`src/rtl/arr_pkg.sv`:
```
`timescale 1ns / 1ps
`default_nettype none
// ----------------------------------------------------------------------------
// arr_pkg
// Shared types and constants of the aspect ratio reducer.
// ----------------------------------------------------------------------------
package arr_pkg;

    localparam int ARR_MAX_TERM = 21;
    localparam int ARR_DW       = 16;
    localparam int PCT_SCALE    = 100;
    localparam int PCT_W        = 7;

    localparam logic [1:0] ST_EXACT  = 2'd0;
    localparam logic [1:0] ST_APPROX = 2'd1;
    localparam logic [1:0] ST_NONE   = 2'd2;
    localparam logic [1:0] ST_ZERO   = 2'd3;

    typedef struct packed {
        logic              start;
        logic [ARR_DW-1:0] dividend;
        logic [ARR_DW-1:0] divisor;
    } t_div_req;

    typedef struct packed {
        logic              done;
        logic [ARR_DW-1:0] quot;
        logic [ARR_DW-1:0] rem;
    } t_div_rsp;

endpackage : arr_pkg
`default_nettype wire

```
`src/rtl/arr_div.sv`:
```
`timescale 1ns / 1ps
`default_nettype none
// ----------------------------------------------------------------------------
// arr_div
// Iterative restoring divider, one quotient bit per cycle, done pulse at end.
// ----------------------------------------------------------------------------
module arr_div (
    input  wire               i_clk,
    input  wire               i_rst_n,
    input  arr_pkg::t_div_req i_req,
    output arr_pkg::t_div_rsp o_rsp
);
    import arr_pkg::*;

    localparam int CNT_W = $clog2(ARR_DW + 1);

    logic              r_busy;
    logic              r_done;
    logic [CNT_W-1:0]  r_cnt;
    logic [ARR_DW-1:0] r_rem;
    logic [ARR_DW-1:0] r_quo;
    logic [ARR_DW-1:0] r_den;

    logic [ARR_DW:0]   shifted;
    logic [ARR_DW:0]   trial;
    logic [ARR_DW-1:0] n_rem;
    logic [ARR_DW-1:0] n_quo;

    always_comb begin
        shifted = {r_rem, r_quo[ARR_DW-1]};
        trial   = shifted - {1'b0, r_den};
        if (!trial[ARR_DW]) begin
            n_rem = trial[ARR_DW-1:0];
            n_quo = {r_quo[ARR_DW-2:0], 1'b1};
        end else begin
            n_rem = shifted[ARR_DW-1:0];
            n_quo = {r_quo[ARR_DW-2:0], 1'b0};
        end
    end

    always_ff @(posedge i_clk) begin
        if (!i_rst_n) begin
            r_busy <= 1'b0;
            r_done <= 1'b0;
            r_cnt  <= '0;
        end else begin
            r_done <= 1'b0;
            if (i_req.start) begin
                r_busy <= 1'b1;
                r_cnt  <= CNT_W'(ARR_DW);
            end else if (r_busy) begin
                r_cnt <= r_cnt - CNT_W'(1);
                if (r_cnt == CNT_W'(1)) begin
                    r_busy <= 1'b0;
                    r_done <= 1'b1;
                end
            end
        end
    end

    always_ff @(posedge i_clk) begin
        if (i_req.start) begin
            r_rem <= '0;
            r_quo <= i_req.dividend;
            r_den <= i_req.divisor;
        end else if (r_busy) begin
            r_rem <= n_rem;
            r_quo <= n_quo;
        end
    end

    assign o_rsp.done = r_done;
    assign o_rsp.quot = r_quo;
    assign o_rsp.rem  = r_rem;

endmodule : arr_div
`default_nettype wire

```
`src/rtl/aspect_ratio_reducer_unit.sv`:
```
`timescale 1ns / 1ps
`default_nettype none
// ----------------------------------------------------------------------------
// aspect_ratio_reducer_unit
// Reduces a width x height resolution to an aspect ratio by Euclid's GCD,
// with a bounded search for a small ratio within one percent.
// ----------------------------------------------------------------------------
// One transaction carries a resolution and yields one ratio transaction.
// The block takes one resolution at a time and is not ready while working.
// A zero dimension goes straight to the finish state. Otherwise every modulo
// step of Euclid and each of the two final divisions runs on one shared
// 16-bit restoring divider; Euclid takes up to about 23 modulo steps for
// 16-bit inputs. When the reduced width exceeds MAX_TERM, the candidate
// search tests one pair per cycle, up to MAX_TERM * MAX_TERM pairs, and a
// hit adds a second small reduction on the same divider. A finished result
// is held in an output register, and the next resolution is taken while it
// waits.
module aspect_ratio_reducer_unit #(
    parameter int MAX_TERM = arr_pkg::ARR_MAX_TERM
) (
    input  wire         i_clk,
    input  wire         i_rst_n,
    input  wire         i_s_tvalid,
    output logic        o_s_tready,
    input  wire  [31:0] i_s_tdata,   // [15:0] width, [31:16] height
    output logic        o_m_tvalid,
    input  wire         i_m_tready,
    output logic [31:0] o_m_tdata,   // [15:0] ratio_w, [31:16] ratio_h
    output logic [1:0]  o_m_tuser    // [1:0] status
);
    import arr_pkg::*;

    localparam int TW = $clog2(MAX_TERM + 1);
    localparam int LW = ARR_DW + TW;
    localparam int PW = LW + PCT_W;

    localparam logic [3:0] S_IDLE   = 4'd0;
    localparam logic [3:0] S_GCHK   = 4'd1;
    localparam logic [3:0] S_GWAIT  = 4'd2;
    localparam logic [3:0] S_DW     = 4'd3;
    localparam logic [3:0] S_DWWAIT = 4'd4;
    localparam logic [3:0] S_DH     = 4'd5;
    localparam logic [3:0] S_DHWAIT = 4'd6;
    localparam logic [3:0] S_EVAL   = 4'd7;
    localparam logic [3:0] S_SRCH   = 4'd8;
    localparam logic [3:0] S_FIN    = 4'd9;

    logic [3:0]        r_state,  n_state;
    logic              r_phase,  n_phase;
    logic              r_ovalid, n_ovalid;
    logic [ARR_DW-1:0] r_a,      n_a;
    logic [ARR_DW-1:0] r_b,      n_b;
    logic [ARR_DW-1:0] r_num_w,  n_num_w;
    logic [ARR_DW-1:0] r_num_h,  n_num_h;
    logic [ARR_DW-1:0] r_qw,     n_qw;
    logic [ARR_DW-1:0] r_qh,     n_qh;
    logic [TW-1:0]     r_aw,     n_aw;
    logic [TW-1:0]     r_ah,     n_ah;
    logic [LW-1:0]     r_lhs,    n_lhs;
    logic [LW-1:0]     r_rhs,    n_rhs;
    logic [ARR_DW-1:0] r_res_w,  n_res_w;
    logic [ARR_DW-1:0] r_res_h,  n_res_h;
    logic [1:0]        r_res_st, n_res_st;
    logic [31:0]       r_odata,  n_odata;
    logic [1:0]        r_ouser,  n_ouser;

    t_div_req          div_req;
    t_div_rsp          div_rsp;

    logic [ARR_DW-1:0] in_w;
    logic [ARR_DW-1:0] in_h;
    logic [LW-1:0]     diff;
    logic [PW-1:0]     scaled;
    logic              hit;

    assign in_w = i_s_tdata[15:0];
    assign in_h = i_s_tdata[31:16];

    assign diff   = (r_lhs >= r_rhs) ? (r_lhs - r_rhs) : (r_rhs - r_lhs);
    assign scaled = PW'(diff) * PW'(PCT_SCALE);
    assign hit    = scaled < PW'(r_lhs);

    arr_div u_div (
        .i_clk   (i_clk),
        .i_rst_n (i_rst_n),
        .i_req   (div_req),
        .o_rsp   (div_rsp)
    );

    always_comb begin
        n_state  = r_state;
        n_phase  = r_phase;
        n_ovalid = r_ovalid;
        n_a      = r_a;
        n_b      = r_b;
        n_num_w  = r_num_w;
        n_num_h  = r_num_h;
        n_qw     = r_qw;
        n_qh     = r_qh;
        n_aw     = r_aw;
        n_ah     = r_ah;
        n_lhs    = r_lhs;
        n_rhs    = r_rhs;
        n_res_w  = r_res_w;
        n_res_h  = r_res_h;
        n_res_st = r_res_st;
        n_odata  = r_odata;
        n_ouser  = r_ouser;
        div_req.start    = 1'b0;
        div_req.dividend = r_a;
        div_req.divisor  = r_b;

        if (r_ovalid && i_m_tready) begin
            n_ovalid = 1'b0;
        end

        unique case (r_state)
            S_IDLE: begin
                if (i_s_tvalid) begin
                    n_a     = in_w;
                    n_b     = in_h;
                    n_num_w = in_w;
                    n_num_h = in_h;
                    n_phase = 1'b0;
                    if (in_w == '0 || in_h == '0) begin
                        n_res_w  = '0;
                        n_res_h  = '0;
                        n_res_st = ST_ZERO;
                        n_state  = S_FIN;
                    end else begin
                        n_state = S_GCHK;
                    end
                end
            end
            S_GCHK: begin
                if (r_b == '0) begin
                    n_state = S_DW;
                end else begin
                    div_req.start = 1'b1;
                    n_state       = S_GWAIT;
                end
            end
            S_GWAIT: begin
                if (div_rsp.done) begin
                    n_a     = r_b;
                    n_b     = div_rsp.rem;
                    n_state = S_GCHK;
                end
            end
            S_DW: begin
                div_req.start    = 1'b1;
                div_req.dividend = r_num_w;
                div_req.divisor  = r_a;
                n_state          = S_DWWAIT;
            end
            S_DWWAIT: begin
                if (div_rsp.done) begin
                    n_qw    = div_rsp.quot;
                    n_state = S_DH;
                end
            end
            S_DH: begin
                div_req.start    = 1'b1;
                div_req.dividend = r_num_h;
                div_req.divisor  = r_a;
                n_state          = S_DHWAIT;
            end
            S_DHWAIT: begin
                if (div_rsp.done) begin
                    n_qh    = div_rsp.quot;
                    n_state = S_EVAL;
                end
            end
            S_EVAL: begin
                if (r_phase) begin
                    n_res_w  = r_qw;
                    n_res_h  = r_qh;
                    n_res_st = ST_APPROX;
                    n_state  = S_FIN;
                end else if (r_qw <= ARR_DW'(MAX_TERM)) begin
                    n_res_w  = r_qw;
                    n_res_h  = r_qh;
                    n_res_st = ST_EXACT;
                    n_state  = S_FIN;
                end else begin
                    n_aw    = TW'(MAX_TERM);
                    n_ah    = TW'(MAX_TERM);
                    n_lhs   = LW'(r_qw) * LW'(MAX_TERM);
                    n_rhs   = LW'(r_qh) * LW'(MAX_TERM);
                    n_state = S_SRCH;
                end
            end
            S_SRCH: begin
                if (hit) begin
                    n_a     = ARR_DW'(r_aw);
                    n_b     = ARR_DW'(r_ah);
                    n_num_w = ARR_DW'(r_aw);
                    n_num_h = ARR_DW'(r_ah);
                    n_phase = 1'b1;
                    n_state = S_GCHK;
                end else if (r_ah == TW'(1)) begin
                    if (r_aw == TW'(1)) begin
                        n_res_w  = '0;
                        n_res_h  = '0;
                        n_res_st = ST_NONE;
                        n_state  = S_FIN;
                    end else begin
                        n_aw  = r_aw - TW'(1);
                        n_ah  = TW'(MAX_TERM);
                        n_rhs = r_rhs - LW'(r_qh);
                        n_lhs = LW'(r_qw) * LW'(MAX_TERM);
                    end
                end else begin
                    n_ah  = r_ah - TW'(1);
                    n_lhs = r_lhs - LW'(r_qw);
                end
            end
            S_FIN: begin
                if (!r_ovalid || i_m_tready) begin
                    n_ovalid = 1'b1;
                    n_odata  = {r_res_h, r_res_w};
                    n_ouser  = r_res_st;
                    n_state  = S_IDLE;
                end
            end
            default: begin
                n_state = S_IDLE;
            end
        endcase
    end

    always_ff @(posedge i_clk) begin
        if (!i_rst_n) begin
            r_state  <= S_IDLE;
            r_phase  <= 1'b0;
            r_ovalid <= 1'b0;
        end else begin
            r_state  <= n_state;
            r_phase  <= n_phase;
            r_ovalid <= n_ovalid;
        end
    end

    always_ff @(posedge i_clk) begin
        r_a      <= n_a;
        r_b      <= n_b;
        r_num_w  <= n_num_w;
        r_num_h  <= n_num_h;
        r_qw     <= n_qw;
        r_qh     <= n_qh;
        r_aw     <= n_aw;
        r_ah     <= n_ah;
        r_lhs    <= n_lhs;
        r_rhs    <= n_rhs;
        r_res_w  <= n_res_w;
        r_res_h  <= n_res_h;
        r_res_st <= n_res_st;
        r_odata  <= n_odata;
        r_ouser  <= n_ouser;
    end

    assign o_s_tready = (r_state == S_IDLE);
    assign o_m_tvalid = r_ovalid;
    assign o_m_tdata  = r_odata;
    assign o_m_tuser  = r_ouser;

endmodule : aspect_ratio_reducer_unit
`default_nettype wire

```
`config.mk`:
```
export PLATFORM = sky130hd
export DESIGN_NAME = aspect_ratio_reducer_unit
export DESIGN_NICKNAME = d
export VERILOG_FILES = /design/src/rtl/arr_pkg.sv /design/src/rtl/arr_div.sv /design/src/rtl/aspect_ratio_reducer_unit.sv
export SDC_FILE = /design/constraint.sdc
export NUM_CORES = 1
export LEC_CHECK = 0
export ABC_AREA = 1
export BUFFER_PORTS_ARGS = -buffer_cell sky130_fd_sc_hd__buf_2
export CORE_MARGIN = 2
export CORE_UTILIZATION = 25
export CTS_BUF_LIST = sky130_fd_sc_hd__clkbuf_2
export DETAILED_ROUTE_END_ITERATION = 10
export MAX_ROUTING_LAYER = met4
export PLACE_DENSITY = 0.41
export SLEW_MARGIN = 30
export SYNTH_ARGS = -nofsm -noshare
export SYNTH_HDL_FRONTEND = slang
export SYNTH_HIERARCHICAL = 1
export SYNTH_SLANG_ARGS = --single-unit
```
`constraint.sdc`:
```
create_clock -name i_clk -period 14.5 [get_ports i_clk]
set_input_delay 1.45 -clock i_clk [delete_from_list [all_inputs] [get_ports i_clk]]
set_output_delay 1.45 -clock i_clk [all_outputs]
set_load 0.02 [all_outputs]
```
==> impl_metrics.env <==
export IMPL_rr_endpoint="r_rhs[16]$_DFFE_PP_"
export IMPL_insertion_delay_ns=1.07
export IMPL_cts_buffers=78
export IMPL_netSwitchingFraction=0.392
export IMPL_worst_pin_slew_ns=0.918
export IMPL_die_w_microns=303
export IMPL_layout_drive_gt1_share=0.0949
export IMPL_crit_path_end_kind="flip-flop"
export IMPL_synth_fp_nets=3138
export IMPL_yosys_area_top_type_share=0.332
export IMPL_root_buffer="clkbuf_2"
export IMPL_antenna_found_initial=3
export IMPL_rsz0062_at_grt="false"
export IMPL_vias=18400
export IMPL_portBuffers=71
export IMPL_dieArea_sq_um=92100
export IMPL_slew_limit_headroom=0.387
export IMPL_ctsHtreeMaxLevel=3
export IMPL_cts_sinks=277
export IMPL_max_stage_delay_ns=0.53
export IMPL_synth_sequential_area_ratio=0.358
export IMPL_cp_slowest_cell="fa_1"
export IMPL_die_h_microns=303
export IMPL_hold_depth=0
export IMPL_drt_wl_total_microns=69700
export IMPL_mostFrequentLayoutCell="nand2_1"
export IMPL_post_cts_buffers=0
export IMPL_fin_tns_setup_ns=0
export IMPL_ys_top_cells_by_area="edfxtp_1 (33%), ha_1 (16%), nand2_1 (11%), inv_1 (8.6%), a21oi_1 (4.0%)"
export IMPL_yosysUniqueCellTypes=61
export IMPL_post_cts_resize_count=0
export IMPL_timing_fmax_ghz=0.125
export IMPL_synth_top_area_cell="edfxtp_1"
export IMPL_worst_slack_ns=6.53
export IMPL_syn_inst=2778
export IMPL_period_share=0.550
export IMPL_critical_path_arrival_ns=8.67
export IMPL_internal_power_uw=1520
export IMPL_final_max_slew_viol_count=0
export IMPL_hold_class="flip-flop to flip-flop"
export IMPL_pwr_share_comb=0.291
export IMPL_post_route_min_period_ns=7.97
export IMPL_holdBufCountCts=0
export IMPL_grt_pass1_wl_microns=109000
export IMPL_maxCapViolations=0
export IMPL_crit_required_ns=15.21
export IMPL_outcome="finished, final reports clean"
export IMPL_nets=3252
export IMPL_syn_avg_cell_area_sq_um=8.07
export IMPL_grt_pass1_vias=18400
export IMPL_skew_ns=0.0861
export IMPL_ys_flop_type="edfxtp_1"
export IMPL_cts_tree="yes"
export IMPL_dr_pass1_iters=8
export IMPL_mostFrequentLayoutCells="nand2_1 (656), inv_1 (509), ha_1 (282)"
export IMPL_synth_seq_cells=277
export IMPL_synth_edf_count=248
export IMPL_yosys_warnings=6
export IMPL_wl_per_cell_microns=16.9
export IMPL_worstReg2RegStart="r_lhs[18]$_DFFE_PP_"
export IMPL_grt_start_max_net_pins=39
export IMPL_gp_congestion=0.899
export IMPL_p_leak_uw=0.0119
export IMPL_dpl_hpwl_microns=55900
export IMPL_dp_slack_ns=6.49
export IMPL_final_fill_count=9763
export IMPL_syn_area_sq_um=22400
export IMPL_cp_max_fo=27
export IMPL_p_total_uw=2500
export IMPL_grt_overflow_total=0
export IMPL_core_area_sq_um=88600
export IMPL_hold_viol_final=0
export IMPL_path_common_cell="ha_1"
export IMPL_path_class="flip-flop to flip-flop"
export IMPL_initial_core_util=0.253
export IMPL_routed_via_density=4.47
export IMPL_ant_nets=0
export IMPL_finalSetupViolations=0
export IMPL_switching_power_uw=980
export IMPL_r2r_slack_ns=6.53
export IMPL_ir_worst_vdd_mv=0.0778
export IMPL_cts_clk_slew_worst_paths_ns=0.12
export IMPL_drt_iter0_drc=1329
export IMPL_worst_setup_path_start_kind="flip-flop"
export IMPL_clkPwrFrac=0.237
export IMPL_rows=109
export IMPL_async_flop_share=0
export IMPL_grt_usage=0.159
export IMPL_drc=0
export IMPL_rr_worst_depth=32
export IMPL_power_frac_seq=0.472
export IMPL_hold_path_end="o_m_tdata[9]$_DFFE_PP_"
export IMPL_hp_start="r_res_w[9]$_SDFFCE_PN0P_"
export IMPL_ios=72
export IMPL_syn_to_final_growth_pct=10.9
export IMPL_p_per_area_nw_per_um2=101
export IMPL_clockBufferDepth=3
==> critical path: cells and delay by family, from the launching register on <==
family          cells  cell delay, ns
compound gates      5            1.32
xor+xnor            1            0.20
fa+ha+maj           6            2.26
buf+inv             6            0.96
flops               1            0.47
simple gates       14            2.38
==> cell usage after synthesis, types with 5 or more instances <==
library cell  count
nand3_1         113
clkbuf_1         24
nand2_1         656
fa_1             42
o21ai_0         145
buf_4             7
a21oi_1         181
inv_1           512
o21ai_2           5
xor2_1           65
buf_1             7
o22ai_1          13
o21ai_1          23
dfxtp_1          29
o221ai_1          6
or2_2             6
xnor2_1          30
a31oi_1          12
nand3_2           6
o2111ai_1         6
ha_1            282
buf_2             7
o21a_1            8
nand4_1          25
nor2_1          188
a21o_1            5
edfxtp_1        248
nor4_1            9
nor2_2           12
nor3_1           20
nand2_2          15
o211ai_1          8
==> metrics by stage <==
step,std cells,instance area [sq um],hold slack (ns),util
2_1_floorplan,2778,22400,0.400,-
3_3_place_gp,3976,24100,0.401,0.272
3_5_place_dp,3977,24100,0.405,0.272
4_1_cts,4114,24800,0.409,0.280
5_1_grt,4116,24800,0.435,0.280
6_report,4117,24900,0.409,0.280
==> sequential cells by signal, indices dropped and copies added (netlist names) <==
signal and cells:
o_m_tdata 32, r_lhs 21, r_rhs 21, r_a 16, r_b 16, r_num_h 16, r_num_w 16, r_qh 16
r_qw 16, r_res_h 16, r_res_w 16, u_div/r_den 16, u_div/r_quo 16, u_div/r_rem 16, r_ah 5, r_aw 5
u_div/r_cnt 5, r_state 4, o_m_tuser 2, r_res_st 2, o_m_tvalid 1, r_phase 1, u_div/r_busy 1, u_div/r_done 1
==> power groups by stage <==
stage | registers [uW] | clock network, uW | logic, uW
floorplan | 1160 | 0 | 511
global placement | 1200 | 0 | 738
detailed placement | 1200 | 0 | 737
CTS | 1180 | 629 | 740
global route | 1200 | 667 | 836
finish | 1180 | 593 | 727
==> cell type report <==
| type | instances | area [sq um] | area share |
|---|---|---|---|
| Clock inverter | 28 | 158 | 0.00634 |
| Multi-Input combinational cell | 1932 | 12200 | 0.492 |
| Inverter | 517 | 1940 | 0.0781 |
| Tap cell | 1165 | 1460 | 0.0587 |
| Sequential cell | 277 | 8030 | 0.323 |
| Clock buffer | 109 | 546 | 0.0220 |
| Timing Repair Buffer | 86 | 475 | 0.0191 |
| Antenna cell | 3 | 7.51 | 0.000302 |
==> cell families (layout without fill, tap and decap cells) <==
| kind of cell | after synthesis | in the layout | synth area share |
|---|---|---|---|
| multiplexers | 3 | 3 | 0.00140 |
| other | 0 | 3 | 0 |
| AO/OA/AOI/OAI | 438 | 438 | 0.109 |
| buffers and inverters | 569 | 740 | 0.0984 |
| adder cells (fa/ha/maj) | 324 | 324 | 0.195 |
| AND/OR/NAND/NOR | 1072 | 1072 | 0.201 |
| flip-flops | 277 | 277 | 0.358 |
| XOR/XNOR | 95 | 95 | 0.0371 |
==> worst max path at each step <==
| stage | start | endpoint | slack (ns) |
|---|---|---|---|
| floorplan | r_lhs[16]$_DFFE_PP_ | r_a[0]$_DFFE_PP_ | 6.44 |
| global placement | r_lhs[18]$_DFFE_PP_ | r_lhs[4]$_DFFE_PP_ | 6.51 |
| detailed placement | r_lhs[18]$_DFFE_PP_ | r_rhs[19]$_DFFE_PP_ | 6.49 |
| CTS | r_lhs[18]$_DFFE_PP_ | r_rhs[16]$_DFFE_PP_ | 6.41 |
| global route | r_lhs[18]$_DFFE_PP_ | r_rhs[16]$_DFFE_PP_ | 5.89 |
| finish | r_lhs[18]$_DFFE_PP_ | r_rhs[16]$_DFFE_PP_ | 6.53 |
==> metal layers <==
metal | GRT usage | vias up | wire length (microns)
met5 | - | - | 0
met4 | 0.0328 | 0 | 1220
met3 | 0.0277 | 94 | 2750
met2 | 0.247 | 407 | 31200
met1 | 0.216 | 8530 | 34500
li1 | - | 9390 | -
Note: power is estimated with default switching activity, not from simulation.
